==> config.mk <==
export PLATFORM = sky130hd
export DESIGN_NAME = string_hash_bucket_index_unit
export DESIGN_NICKNAME = d
export VERILOG_FILES = /design/src/rtl/core/shbi_pkg.sv /design/src/rtl/core/shbi_front.sv /design/src/rtl/core/shbi_queue.sv /design/src/rtl/core/shbi_back.sv /design/src/rtl/core/string_hash_bucket_index_unit.sv
export SDC_FILE = /design/constraint.sdc
export NUM_CORES = 2
export LEC_CHECK = 0
export BUFFER_PORTS_ARGS = -buffer_cell sky130_fd_sc_hd__buf_2
export CAP_MARGIN = 20
export CORE_MARGIN = 8
export CORE_UTILIZATION = 60
export CTS_CLUSTER_DIAMETER = 80
export DETAILED_ROUTE_END_ITERATION = 8
export GPL_ROUTABILITY_DRIVEN = 0
export MAX_ROUTING_LAYER = met4
export PLACE_DENSITY = 0.77
export SETUP_SLACK_MARGIN = 0.02
export SYNTH_ARGS = -nofsm -noshare
export SYNTH_HDL_FRONTEND = slang
export SYNTH_SLANG_ARGS = --single-unit
==> constraint.sdc <==
create_clock -name clock -period 27.9 [get_ports clock]
set_input_delay 8.37 -clock clock [delete_from_list [all_inputs] [get_ports clock]]
set_output_delay 8.37 -clock clock [all_outputs]
set_load 0.05 [all_outputs]
==> src/rtl/core/shbi_pkg.sv <==
// ----------------------------------------------------------------------------
// shbi_pkg
// Shared types and constants for the string hash bucket index unit.
// ----------------------------------------------------------------------------
package shbi_pkg;

   localparam int CHAR_W       = 8;
   localparam int HASH_W       = 64;
   localparam int MODE_W       = 2;
   localparam int COUNT_W      = 25;
   localparam int INDEX_W      = 24;
   localparam int CSR_INDEX_W  = 1;
   localparam int CSR_DATA_W   = 25;
   localparam int QUEUE_DEPTH  = 2;

   localparam logic [CSR_INDEX_W-1:0] CSR_HASH_MODE    = 1'd0;
   localparam logic [CSR_INDEX_W-1:0] CSR_BUCKET_COUNT = 1'd1;

   localparam logic [MODE_W-1:0] MODE_MODULO     = 2'd0;
   localparam logic [MODE_W-1:0] MODE_MID_SQUARE = 2'd1;
   localparam logic [MODE_W-1:0] MODE_PRIME      = 2'd2;

   localparam logic [MODE_W-1:0]  MODE_RESET  = MODE_MODULO;
   localparam logic [COUNT_W-1:0] COUNT_RESET = 25'd1024;

   localparam int PRIME_TABLE_LEN = 24;
   localparam logic [INDEX_W-1:0] PRIME_TABLE [PRIME_TABLE_LEN] = '{
      24'd1, 24'd2, 24'd3, 24'd7, 24'd13, 24'd31, 24'd61, 24'd127, 24'd251,
      24'd509, 24'd1021, 24'd2039, 24'd4093, 24'd8191, 24'd16381, 24'd32749,
      24'd65521, 24'd131071, 24'd262139, 24'd524287, 24'd1048573,
      24'd2097143, 24'd4194301, 24'd8388593
   };

   typedef struct packed {
      logic [MODE_W-1:0]  hash_mode;
      logic [COUNT_W-1:0] bucket_count;
   } cfg_type;

endpackage

==> src/rtl/core/shbi_front.sv <==
// ----------------------------------------------------------------------------
// shbi_front
// Character intake: keeps the running base-31 hash and hands each finished
// key hash to the queue.
// ----------------------------------------------------------------------------
module shbi_front (
   input  logic                              clock,
   input  logic                              reset,
   input  logic                              req_valid,
   output logic                              req_stall,
   input  logic signed [shbi_pkg::CHAR_W-1:0] req_char_code,
   input  logic                              req_last_char,
   input  logic                              queue_full,
   output logic                              push,
   output logic [shbi_pkg::HASH_W-1:0]       push_hash
);
   import shbi_pkg::*;

   logic [HASH_W-1:0] acc_ff;
   logic [HASH_W-1:0] acc_in;
   logic [HASH_W-1:0] acc_next;
   logic              accept;

   assign req_stall = queue_full;
   assign accept    = req_valid && !req_stall;

   // acc * 31 + sign-extended char
   assign acc_next = (acc_ff << 5) - acc_ff + HASH_W'(req_char_code);

   assign push      = accept && req_last_char;
   assign push_hash = acc_next;

   always_comb begin
      acc_in = acc_ff;
      if (accept) begin
         acc_in = req_last_char ? '0 : acc_next;
      end
   end

   always_ff @(posedge clock) begin
      if (reset) begin
         acc_ff <= '0;
      end else begin
         acc_ff <= acc_in;
      end
   end

endmodule

==> src/rtl/core/shbi_queue.sv <==
// ----------------------------------------------------------------------------
// shbi_queue
// Short queue of finished key hashes between intake and bucket unit.
// ----------------------------------------------------------------------------
module shbi_queue (
   input  logic                        clock,
   input  logic                        reset,
   input  logic                        push,
   input  logic [shbi_pkg::HASH_W-1:0] push_hash,
   output logic                        full,
   output logic                        pop_valid,
   input  logic                        pop,
   output logic [shbi_pkg::HASH_W-1:0] pop_hash
);
   import shbi_pkg::*;

   localparam int PTR_W = $clog2(QUEUE_DEPTH);
   localparam int CNT_W = $clog2(QUEUE_DEPTH + 1);

   logic [HASH_W-1:0] mem_ff [QUEUE_DEPTH];
   logic [PTR_W-1:0]  wr_ptr_ff, wr_ptr_in;
   logic [PTR_W-1:0]  rd_ptr_ff, rd_ptr_in;
   logic [CNT_W-1:0]  count_ff, count_in;
   logic              do_push;
   logic              do_pop;

   assign full      = (count_ff == CNT_W'(QUEUE_DEPTH));
   assign pop_valid = (count_ff != '0);
   assign pop_hash  = mem_ff[rd_ptr_ff];
   assign do_push   = push && !full;
   assign do_pop    = pop && pop_valid;

   always_comb begin
      wr_ptr_in = wr_ptr_ff;
      rd_ptr_in = rd_ptr_ff;
      count_in  = count_ff;
      if (do_push) begin
         wr_ptr_in = (wr_ptr_ff == PTR_W'(QUEUE_DEPTH - 1)) ? '0 : wr_ptr_ff + 1'b1;
      end
      if (do_pop) begin
         rd_ptr_in = (rd_ptr_ff == PTR_W'(QUEUE_DEPTH - 1)) ? '0 : rd_ptr_ff + 1'b1;
      end
      if (do_push && !do_pop) begin
         count_in = count_ff + 1'b1;
      end else if (do_pop && !do_push) begin
         count_in = count_ff - 1'b1;
      end
   end

   always_ff @(posedge clock) begin
      if (do_push) begin
         mem_ff[wr_ptr_ff] <= push_hash;
      end
   end

   always_ff @(posedge clock) begin
      if (reset) begin
         wr_ptr_ff <= '0;
         rd_ptr_ff <= '0;
         count_ff  <= '0;
      end else begin
         wr_ptr_ff <= wr_ptr_in;
         rd_ptr_ff <= rd_ptr_in;
         count_ff  <= count_in;
      end
   end

   a_count_bound: assert property (@(posedge clock) disable iff (reset)
      count_ff <= CNT_W'(QUEUE_DEPTH))
      else $error("queue count above depth");

   a_push_full: assert property (@(posedge clock) disable iff (reset)
      (full && !pop) |=> (count_ff == CNT_W'(QUEUE_DEPTH)))
      else $error("queue lost its fill level");

endmodule

==> src/rtl/core/shbi_back.sv <==
// ----------------------------------------------------------------------------
// shbi_back
// Bucket unit: bit-serial remainder or split middle-square, with a result
// register toward the response channel.
// ----------------------------------------------------------------------------
module shbi_back #(
   parameter int BUCKET_BITS = 24,
   parameter int PRIME_COUNT = 24
) (
   input  logic                                clock,
   input  logic                                reset,
   input  shbi_pkg::cfg_type                   cfg,
   input  logic                                pop_valid,
   output logic                                pop,
   input  logic [shbi_pkg::HASH_W-1:0]         pop_hash,
   output logic                                rsp_valid,
   input  logic                                rsp_stall,
   output logic [shbi_pkg::INDEX_W-1:0]        rsp_bucket_index,
   output logic signed [shbi_pkg::HASH_W-1:0]  rsp_raw_hash
);
   import shbi_pkg::*;

   localparam logic [32:0] TOP_COUNT = 33'(1) << BUCKET_BITS;
   localparam int PRIME_N = (PRIME_COUNT < PRIME_TABLE_LEN) ? PRIME_COUNT : PRIME_TABLE_LEN;
   localparam int LOG_W   = $clog2(COUNT_W);

   localparam logic [2:0] ST_IDLE   = 3'd0;
   localparam logic [2:0] ST_DIV    = 3'd1;
   localparam logic [2:0] ST_SQ1    = 3'd2;
   localparam logic [2:0] ST_SQ2    = 3'd3;
   localparam logic [2:0] ST_FINISH = 3'd4;

   function automatic logic [LOG_W-1:0] floor_log2(input logic [COUNT_W-1:0] v);
      logic [LOG_W-1:0] k;
      k = '0;
      for (int i = 1; i < COUNT_W; i++) begin
         if (v[i]) begin
            k = LOG_W'(i);
         end
      end
      return k;
   endfunction

   logic [2:0]         state_ff, state_in;
   logic [HASH_W-1:0]  hash_ff, hash_in;
   logic [HASH_W-1:0]  mag_ff, mag_in;
   logic [COUNT_W-1:0] div_ff, div_in;
   logic [COUNT_W-1:0] rem_ff, rem_in;
   logic [5:0]         bit_cnt_ff, bit_cnt_in;
   logic [LOG_W-1:0]   k_ff, k_in;
   logic [HASH_W-1:0]  p_ff, p_in;
   logic [30:0]        q_ff, q_in;
   logic               square_ff, square_in;
   logic               rsp_valid_ff, rsp_valid_in;
   logic [INDEX_W-1:0] bucket_ff, bucket_in;
   logic [HASH_W-1:0]  raw_ff, raw_in;

   logic [32:0]        count_wide;
   logic [COUNT_W-1:0] eff_count;
   logic [COUNT_W-1:0] best_prime;
   logic               prime_fallback;
   logic [COUNT_W:0]   rem_shift;
   logic [31:0]        mul_b;
   logic [HASH_W-1:0]  mul_out;
   logic [HASH_W-1:0]  square;
   logic [6:0]         shamt;
   logic [INDEX_W-1:0] sq_index;
   logic               load_rsp;

   // effective bucket count and table prime
   always_comb begin
      count_wide = {8'd0, cfg.bucket_count};
      if (count_wide == '0) begin
         count_wide = 33'd1;
      end
      if (count_wide > TOP_COUNT) begin
         count_wide = TOP_COUNT;
      end
      eff_count = count_wide[COUNT_W-1:0];
      best_prime = COUNT_W'(1);
      for (int i = 0; i < PRIME_N; i++) begin
         if ({1'b0, PRIME_TABLE[i]} <= eff_count) begin
            best_prime = {1'b0, PRIME_TABLE[i]};
         end
      end
      prime_fallback = ({1'b0, PRIME_TABLE[PRIME_N-1]} < eff_count);
   end

   // shared 32x32 multiplier for the split square
   assign mul_b   = (state_ff == ST_SQ1) ? hash_ff[31:0] : hash_ff[63:32];
   assign mul_out = HASH_W'(hash_ff[31:0]) * HASH_W'(mul_b);

   assign rem_shift = {rem_ff, mag_ff[HASH_W-1]};
   assign square    = p_ff + {q_ff, 33'd0};
   assign shamt     = 7'd64 - {2'd0, k_ff};
   assign sq_index  = (k_ff == '0) ? '0 : INDEX_W'(square >> shamt);
   assign load_rsp  = (state_ff == ST_FINISH) && (!rsp_valid_ff || !rsp_stall);
   assign pop       = (state_ff == ST_IDLE) && pop_valid;

   always_comb begin
      state_in   = state_ff;
      hash_in    = hash_ff;
      mag_in     = mag_ff;
      div_in     = div_ff;
      rem_in     = rem_ff;
      bit_cnt_in = bit_cnt_ff;
      k_in       = k_ff;
      p_in       = p_ff;
      q_in       = q_ff;
      square_in  = square_ff;
      unique case (state_ff)
         ST_IDLE: begin
            if (pop_valid) begin
               hash_in    = pop_hash;
               mag_in     = pop_hash[HASH_W-1] ? (HASH_W'(0) - pop_hash) : pop_hash;
               rem_in     = '0;
               bit_cnt_in = 6'd63;
               k_in       = floor_log2(eff_count);
               square_in  = 1'b0;
               div_in     = eff_count;
               unique case (cfg.hash_mode)
                  MODE_MID_SQUARE: square_in = 1'b1;
                  MODE_PRIME:      div_in = prime_fallback ? eff_count : best_prime;
                  default:         div_in = eff_count;
               endcase
               state_in = square_in ? ST_SQ1 : ST_DIV;
            end
         end
         ST_DIV: begin
            if (rem_shift >= {1'b0, div_ff}) begin
               rem_in = COUNT_W'(rem_shift - {1'b0, div_ff});
            end else begin
               rem_in = rem_shift[COUNT_W-1:0];
            end
            mag_in     = mag_ff << 1;
            bit_cnt_in = bit_cnt_ff - 1'b1;
            if (bit_cnt_ff == '0) begin
               state_in = ST_FINISH;
            end
         end
         ST_SQ1: begin
            p_in     = mul_out;
            state_in = ST_SQ2;
         end
         ST_SQ2: begin
            q_in     = mul_out[30:0];
            state_in = ST_FINISH;
         end
         ST_FINISH: begin
            if (load_rsp) begin
               state_in = ST_IDLE;
            end
         end
         default: begin
            state_in = ST_IDLE;
         end
      endcase
   end

   always_comb begin
      rsp_valid_in = rsp_valid_ff;
      bucket_in    = bucket_ff;
      raw_in       = raw_ff;
      if (load_rsp) begin
         rsp_valid_in = 1'b1;
         bucket_in    = square_ff ? sq_index : rem_ff[INDEX_W-1:0];
         raw_in       = hash_ff;
      end else if (!rsp_stall) begin
         rsp_valid_in = 1'b0;
      end
   end

   always_ff @(posedge clock) begin
      hash_ff    <= hash_in;
      mag_ff     <= mag_in;
      div_ff     <= div_in;
      rem_ff     <= rem_in;
      bit_cnt_ff <= bit_cnt_in;
      k_ff       <= k_in;
      p_ff       <= p_in;
      q_ff       <= q_in;
      square_ff  <= square_in;
      bucket_ff  <= bucket_in;
      raw_ff     <= raw_in;
   end

   always_ff @(posedge clock) begin
      if (reset) begin
         state_ff     <= ST_IDLE;
         rsp_valid_ff <= 1'b0;
      end else begin
         state_ff     <= state_in;
         rsp_valid_ff <= rsp_valid_in;
      end
   end

   assign rsp_valid        = rsp_valid_ff;
   assign rsp_bucket_index = bucket_ff;
   assign rsp_raw_hash     = raw_ff;

   a_rem_below_div: assert property (@(posedge clock) disable iff (reset)
      (state_ff == ST_DIV) |-> (rem_ff < div_ff))
      else $error("partial remainder not below divisor");

   a_sq_sequence: assert property (@(posedge clock) disable iff (reset)
      (state_ff == ST_SQ1) |=> (state_ff == ST_SQ2))
      else $error("square steps out of order");

   a_finish_holds: assert property (@(posedge clock) disable iff (reset)
      (state_ff == ST_FINISH && rsp_valid_ff && rsp_stall) |=> (state_ff == ST_FINISH))
      else $error("result overwrote a stalled transfer");

endmodule

==> src/rtl/core/string_hash_bucket_index_unit.sv <==
// ----------------------------------------------------------------------------
// string_hash_bucket_index_unit
// Streaming base-31 string hash with bucket selection.
// ----------------------------------------------------------------------------
// Characters are taken one per cycle and folded into a 64-bit running hash.
// Each finished key hash goes into a two-entry queue; the bucket unit then
// takes one hash at a time. Modulo and table-prime modes use a bit-serial
// remainder over all 64 magnitude bits between a load step and a finish
// step; middle-square mode uses one shared 32x32 multiplier twice. The
// intake stalls only when the queue holds two unfinished hashes, so keys
// longer than the bucket unit's work per key run at one character per
// cycle while the result side does not stall.
// ----------------------------------------------------------------------------
module string_hash_bucket_index_unit #(
   parameter int BUCKET_BITS = 24,
   parameter int PRIME_COUNT = 24
) (
   input  logic                                   clock,
   input  logic                                   reset,
   input  logic                                   req_valid,
   output logic                                   req_stall,
   input  logic signed [shbi_pkg::CHAR_W-1:0]     req_char_code,
   input  logic                                   req_last_char,
   output logic                                   rsp_valid,
   input  logic                                   rsp_stall,
   output logic [shbi_pkg::INDEX_W-1:0]           rsp_bucket_index,
   output logic signed [shbi_pkg::HASH_W-1:0]     rsp_raw_hash,
   input  logic                                   csr_write_enable,
   input  logic [shbi_pkg::CSR_INDEX_W-1:0]       csr_index,
   input  logic [shbi_pkg::CSR_DATA_W-1:0]        csr_write_data
);
   import shbi_pkg::*;

   cfg_type           cfg_ff, cfg_in;
   logic              queue_full;
   logic              push;
   logic [HASH_W-1:0] push_hash;
   logic              pop_valid;
   logic              pop;
   logic [HASH_W-1:0] pop_hash;

   always_comb begin
      cfg_in = cfg_ff;
      if (csr_write_enable) begin
         unique case (csr_index)
            CSR_HASH_MODE:    cfg_in.hash_mode    = csr_write_data[MODE_W-1:0];
            CSR_BUCKET_COUNT: cfg_in.bucket_count = csr_write_data[COUNT_W-1:0];
            default:          cfg_in = cfg_ff;
         endcase
      end
   end

   always_ff @(posedge clock) begin
      if (reset) begin
         cfg_ff.hash_mode    <= MODE_RESET;
         cfg_ff.bucket_count <= COUNT_RESET;
      end else begin
         cfg_ff <= cfg_in;
      end
   end

   shbi_front u_front (
      .clock         (clock),
      .reset         (reset),
      .req_valid     (req_valid),
      .req_stall     (req_stall),
      .req_char_code (req_char_code),
      .req_last_char (req_last_char),
      .queue_full    (queue_full),
      .push          (push),
      .push_hash     (push_hash)
   );

   shbi_queue u_queue (
      .clock     (clock),
      .reset     (reset),
      .push      (push),
      .push_hash (push_hash),
      .full      (queue_full),
      .pop_valid (pop_valid),
      .pop       (pop),
      .pop_hash  (pop_hash)
   );

   shbi_back #(
      .BUCKET_BITS (BUCKET_BITS),
      .PRIME_COUNT (PRIME_COUNT)
   ) u_back (
      .clock            (clock),
      .reset            (reset),
      .cfg              (cfg_ff),
      .pop_valid        (pop_valid),
      .pop              (pop),
      .pop_hash         (pop_hash),
      .rsp_valid        (rsp_valid),
      .rsp_stall        (rsp_stall),
      .rsp_bucket_index (rsp_bucket_index),
      .rsp_raw_hash     (rsp_raw_hash)
   );

endmodule

-- Word-level counts from Yosys, hierarchy flattened
Memories as Yosys holds them, arrays and structs flattened. A register that Yosys moved wholly into a read port is not among the register bits.
Index checks and enable logic that the tools add are counted.
- $add $sub $neg: 11
- $mul: 1
- order comparisons: 26
- eq/ne operators: 11
- shift operators: 1
- multiplexer cells: 80
- bitwise operators: 1
- reduce and logical (&&, ||, !) cells: 27
- operators by type and width (kind ; count):
    $mux W64 ; 3
    $mux W25 ; 6
    $add A64 B64 Y64 ; 2
    $pmux W64 S2 ; 1
    $mux W4 ; 17
    $mul A32 B32 Y64 ; 1
    $shr A64 B7 Y24 ; 1
    $sub A1 B64 Y64 const A ; 1
    $sub A64 B64 Y64 ; 1
    $le A2 B25 Y1 const A ; 2
    $pmux W25 S2 ; 1
    $mux W24 ; 2
    $mux W32 ; 1
    $ge A26 B25 Y1 ; 1
    $gt A25 B25 Y1 const B ; 1
    $le A10 B25 Y1 const A ; 1
    $le A11 B25 Y1 const A ; 1
    $le A12 B25 Y1 const A ; 1
    $le A13 B25 Y1 const A ; 1
    $le A14 B25 Y1 const A ; 1
    $le A15 B25 Y1 const A ; 1
    $le A16 B25 Y1 const A ; 1
    $le A17 B25 Y1 const A ; 1
    $le A18 B25 Y1 const A ; 1
    other kinds (61) ; 108
- flip-flop bits (word level): 472
- bits in writable memories: 128
- input port bits: 40
- output and inout port bits: 90
- word-level logic and storage cells: 179
- memories: 1
- memories (name ; depth ; width ; rd ports ; clocked after Yosys merged registers in ; write ports ; line ; source):
    u_queue.mem_ff ; 2 ; 64 ; 1 ; 1 ; 1 ; shbi_queue.sv:20 ; logic [HASH_W-1:0] mem_ff [QUEUE_DEPTH];

-- Depth between registers and ports, before layout
- depth in word-level cells: 30
- depth in mapped cells: 34
- gate-level depth less buffers: 30

-- Modules after synthesis
Synthesis repeated with hierarchy kept, for this count alone.
- cell total of the unflattened synthesis: 7206
- area, all modules: 68968.6 um^2
- modules (own cells, without submodules) (module ; instances ; cells an instance ; area each (um^2) ; sequential area each (um^2)):
    shbi_back ; 1 ; 5876 ; 55135.4 ; 11280.8
    shbi_front ; 1 ; 985 ; 7790.0 ; 1281.2
    shbi_queue ; 1 ; 224 ; 4834.6 ; 3943.8
    string_hash_bucket_index_unit ; 1 ; 121 ; 1208.7 ; 540.5

-- Worst setup path after synthesis
Ideal clock, no wire load.
- path kind: input to register
- from: input req_char_code[7] in the netlist's numbering
- to: register u_front.acc_ff[49]
- setup time: 60 ps
- arrival: 14013 ps
- data required time: 27840 ps
- path slack: 13827 ps
- stages on the path: 16
- path buffers: 1
- path through: inv_1 fa_1 inv_1 ha_1 clkbuf_1 a2111oi_0 o221ai_1 a21boi_0 a21boi_0 a21bo_2 a21oi_1 nor2_1 a21bo_2 a2111o_1 o311ai_1 a22o_1
- word-level cells in the longest chain between the ends: 2
- RTL lines (element ; line ; source):
    from (decl) ; string_hash_bucket_index_unit.sv:22 ; input logic signed [shbi_pkg::CHAR_W-1:0] req_char_code,
    $add A64 B64 Y64 ; shbi_front.sv:28 ; assign acc_next = (acc_ff << 5) - acc_ff + HASH_W'(req_char_code);
    named net push_hash[49] ; string_hash_bucket_index_unit.sv:37 ; logic [HASH_W-1:0] push_hash;
    $mux W64 ; shbi_front.sv:36 ; acc_in = req_last_char ? '0 : acc_next;
    to (signal assigned) ; shbi_front.sv:44 ; acc_ff <= acc_in;
    to (decl) ; shbi_front.sv:19 ; logic [HASH_W-1:0] acc_ff;
The timed path passes the listed nets, and every way through them passes these cells.
A chain may end at the register's enable or synchronous reset.

-- Worst setup path in the final report
- from: input req_char_code[7] in the netlist's numbering
- to: register u_front.acc_ff[50]
Same word-level chain as after synthesis.

==> flow_summary.ini <==
[status]
status = complete, no violations

[clock_tree]
cts_tree = built
clk_pin_slew_ns = 0.07
cts.repair.resized = 0
clock_path_buffers = 3
cts_sinks = 601
cts_made_buffers = 59
root_buffer = clkbuf_16
post-cts-setup-buffer-count = 0
hold_buffers = 0
htree_levels = 2
clock_latency_ns = 0.68

[min_path]
worstHoldStart = u_front.acc_ff[2]
worstHoldPathCells = 2
min_path_type = reg2reg
min_to = u_front.acc_ff[2]

[synthesis]
synth.distinct_cells = 92
synth.area.top_cells = fa_1, edfxtp_1, ha_1
ys_warn_count = 0
syn_inst = 7289
synth.most_common_cell = inv_1
synth_top_area_share_pct = 27.85
synth_edf_count = 501
ys_ff_latch = 601
async_reset_ff_share_pct = 0
ys_seq_area_share_pct = 24.78
syn-cell-area_sq_um = 68800
syn_nets = 8676
avgSynthCellArea_sq_um = 9.438
ys_top_cells_by_count = inv_1, nand2_1, fa_1
synthFlopType = edfxtp_1
synth_top_cell_by_area = fa_1

[worst_setup_path]
cp_num_buf_inv = 5
reg2reg_from = u_back.state_ff[1]
arrival_ns = 13.62
reg2reg_slack_ns = 17.16
start_kind = primary input
cpPeakStageDelay_ns = 0.64
reg2reg_depth = 29
setup.worst_path.class = in2reg
critical-path-slowest-cell = buf_4
endpoint_kind = flop
cp.required_ns = 28.52
r2r_end = u_back.p_ff[56]
crit_fanout = 30
crit_family = compound AO/OA/AOI/OAI gates
crit_chain = buf_2 -> inv_4 -> buf_4 -> fa_1 -> inv_1 -> ha_1 -> nand2_1 -> o21ai_0 -> a31oi_1 -> nor2b_1 -> a2111oi_0 -> buf_1 -> o211ai_1 -> o21ai_1 -> o2111ai_1 -> o31ai_1 -> xor2_1 -> a22o_1

[floorplan]
start_util_pct = 60.33
coreArea_sq_um = 114000
io_pins = 130
dieArea_sq_um = 125800
die_w_microns = 354.6
die_height_microns = 354.6
fp-row-count = 124

[timing]
tightest_slew_ns = 1.069
rsz0062_at_grt = false
fmax_mhz = 76.91
finClkSkew_ns = 0.04422
timing.setup.tns_ns = 0
setup_viol = 0
layout_setup_ws_ns = 14.90
fin_crit_sh_pct = 46.60
hold_viol = 0
relSlewSlack_pct = 28.73
drv_slew = 0
hold-worst-slack_ns = 0.4900
fin_crit_ns = 13.00

[final_layout]
drive_gt1_share_pct = 6.466
num-fill-cells = 8975
nNetsFinal = 8558
area_growth_pct = 5.611

[placement]
dp_hpwl_mm = 143.6
io_buffers = 129
dp_slack_ns = 14.35

[routing]
routed-via-count = 53910
viasPerCell = 6.166
drt_drc_violations_left = 0
ant_nets = 0
drt_iter0_markers = 5604
firstDrtPassIters = 8
drt-wirelength-per-cell_microns = 22.02
routed_wl_mm = 192.5

[global_route]
grtUsageTotal_pct = 31.23
globalRouteOverflowTotal = 0
grt_pass1_wl_mm = 304.7
grt_pass1_vias = 55130
antenna_found_initial = 10
grt_start_max_net_pins = 129

[run]
max_cap_violations = 0
## per-layer routing
| layer | GRT usage (%) | routed length [microns] | vias up |
|---|---|---|---|
| met5 | - | 0 | - |
| met1 | 39.61 | 72960 | 26560 |
| met3 | 6.144 | 20040 | 690 |
| met2 | 49.11 | 89170 | 3230 |
| met4 | 13.49 | 10340 | 0 |
| li1 | - | - | 23430 |
## layout make-up
class / count / area, sq um / share of cell area, %
antenna: 9 / 22.52 / 0.03100
clock buffer: 76 / 1600 / 2.203
inverter: 1273 / 4783 / 6.584
timing repair buffer: 207 / 1260 / 1.734
multi-input combinational: 5029 / 45670 / 62.86
sequential: 601 / 17050 / 23.47
clock inverter: 36 / 379.1 / 0.5218
tap: 1512 / 1892 / 2.604
## worst max path at each step
stage / slack, ns / end / cells past startpoint / from
floorplan: 13.83 / u_front.acc_ff[49] / 16 / req_char_code[7]
global placement: 13.91 / u_front.acc_ff[50] / 16 / req_char_code[7]
detailed placement: 14.35 / u_front.acc_ff[50] / 18 / req_char_code[7]
CTS: 15.03 / u_front.acc_ff[50] / 18 / req_char_code[7]
global route: 14.48 / u_front.acc_ff[50] / 18 / req_char_code[7]
finish: 14.90 / u_front.acc_ff[50] / 18 / req_char_code[7]
## flip-flops by register name, indices dropped and copies added, names as in the netlist, 2 cells and up, named ones only
name / flops
u_back.bit_cnt_ff: 6
u_back.div_ff: 25
u_back.rem_ff: 25
u_back.p_ff: 64
u_front.acc_ff: 64
u_back.q_ff: 31
u_back.k_ff: 5
u_back.rsp_bucket_index: 24
cfg_ff: 27
u_back.hash_ff: 64
u_queue.count_ff: 2
u_back.state_ff: 3
u_back.rsp_raw_hash: 64
u_queue.mem_ff: 128
u_back.mag_ff: 64
## cell usage in the layout, fill, tap and decap left out, drive strengths merged, types with 19 or more instances in the layout
master,Yosys,layout
a211oi,48,48
a21o,108,108
a21oi,316,316
a22o,23,23
a22oi,54,54
a31oi,49,49
and2,146,146
and3,43,43
buf,28,207
clkbuf,358,76
clkinv,1,23
dfxtp,100,100
edfxtp,501,501
fa,957,957
ha,390,390
inv,1272,1277
mux2,75,75
mux2i,100,100
mux4,32,32
nand2,1124,1124
nand2b,45,45
nand3,74,74
nand4,32,32
nor2,303,303
nor2b,148,148
nor3,91,91
nor4,20,20
o211ai,30,30
o21a,32,32
o21ai,248,248
o21bai,25,25
o221ai,19,19
o31ai,26,26
or3,29,29
xnor2,151,151
xor2,74,74
## worst reg2reg max path, delay by kind of cell, from the launching register on
| kind | cells | cell delay [ns] |
|---|---|---|
| compound gates | 8 | 2.61 |
| xor+xnor | 1 | 0.18 |
| fa+ha+maj | 9 | 4.25 |
| buf+inv | 6 | 0.80 |
| flops | 1 | 0.47 |
| mux | 1 | 1.19 |
| simple gates | 4 | 0.97 |
## cells by family after synthesis
logic type / share of synthesized area [%]
compound gates: 10.69
buf+inv: 9.077
mux: 3.730
simple gates: 13.92
fa+ha+maj: 34.94
xor+xnor: 2.864
flops: 24.78
## per-stage QoR
stage	util (%)	std cells	area, sq um
detailed placement	61.93	8621	70630
CTS	63.67	8733	72610
global placement	61.93	8620	70620
floorplan	-	7289	68800
global route	63.71	8741	72650
finish	63.71	8743	72660
Power is left out: the tool's default activity adds up to more than one toggle a clock period on the data nets, which glitch-free logic cannot reach.
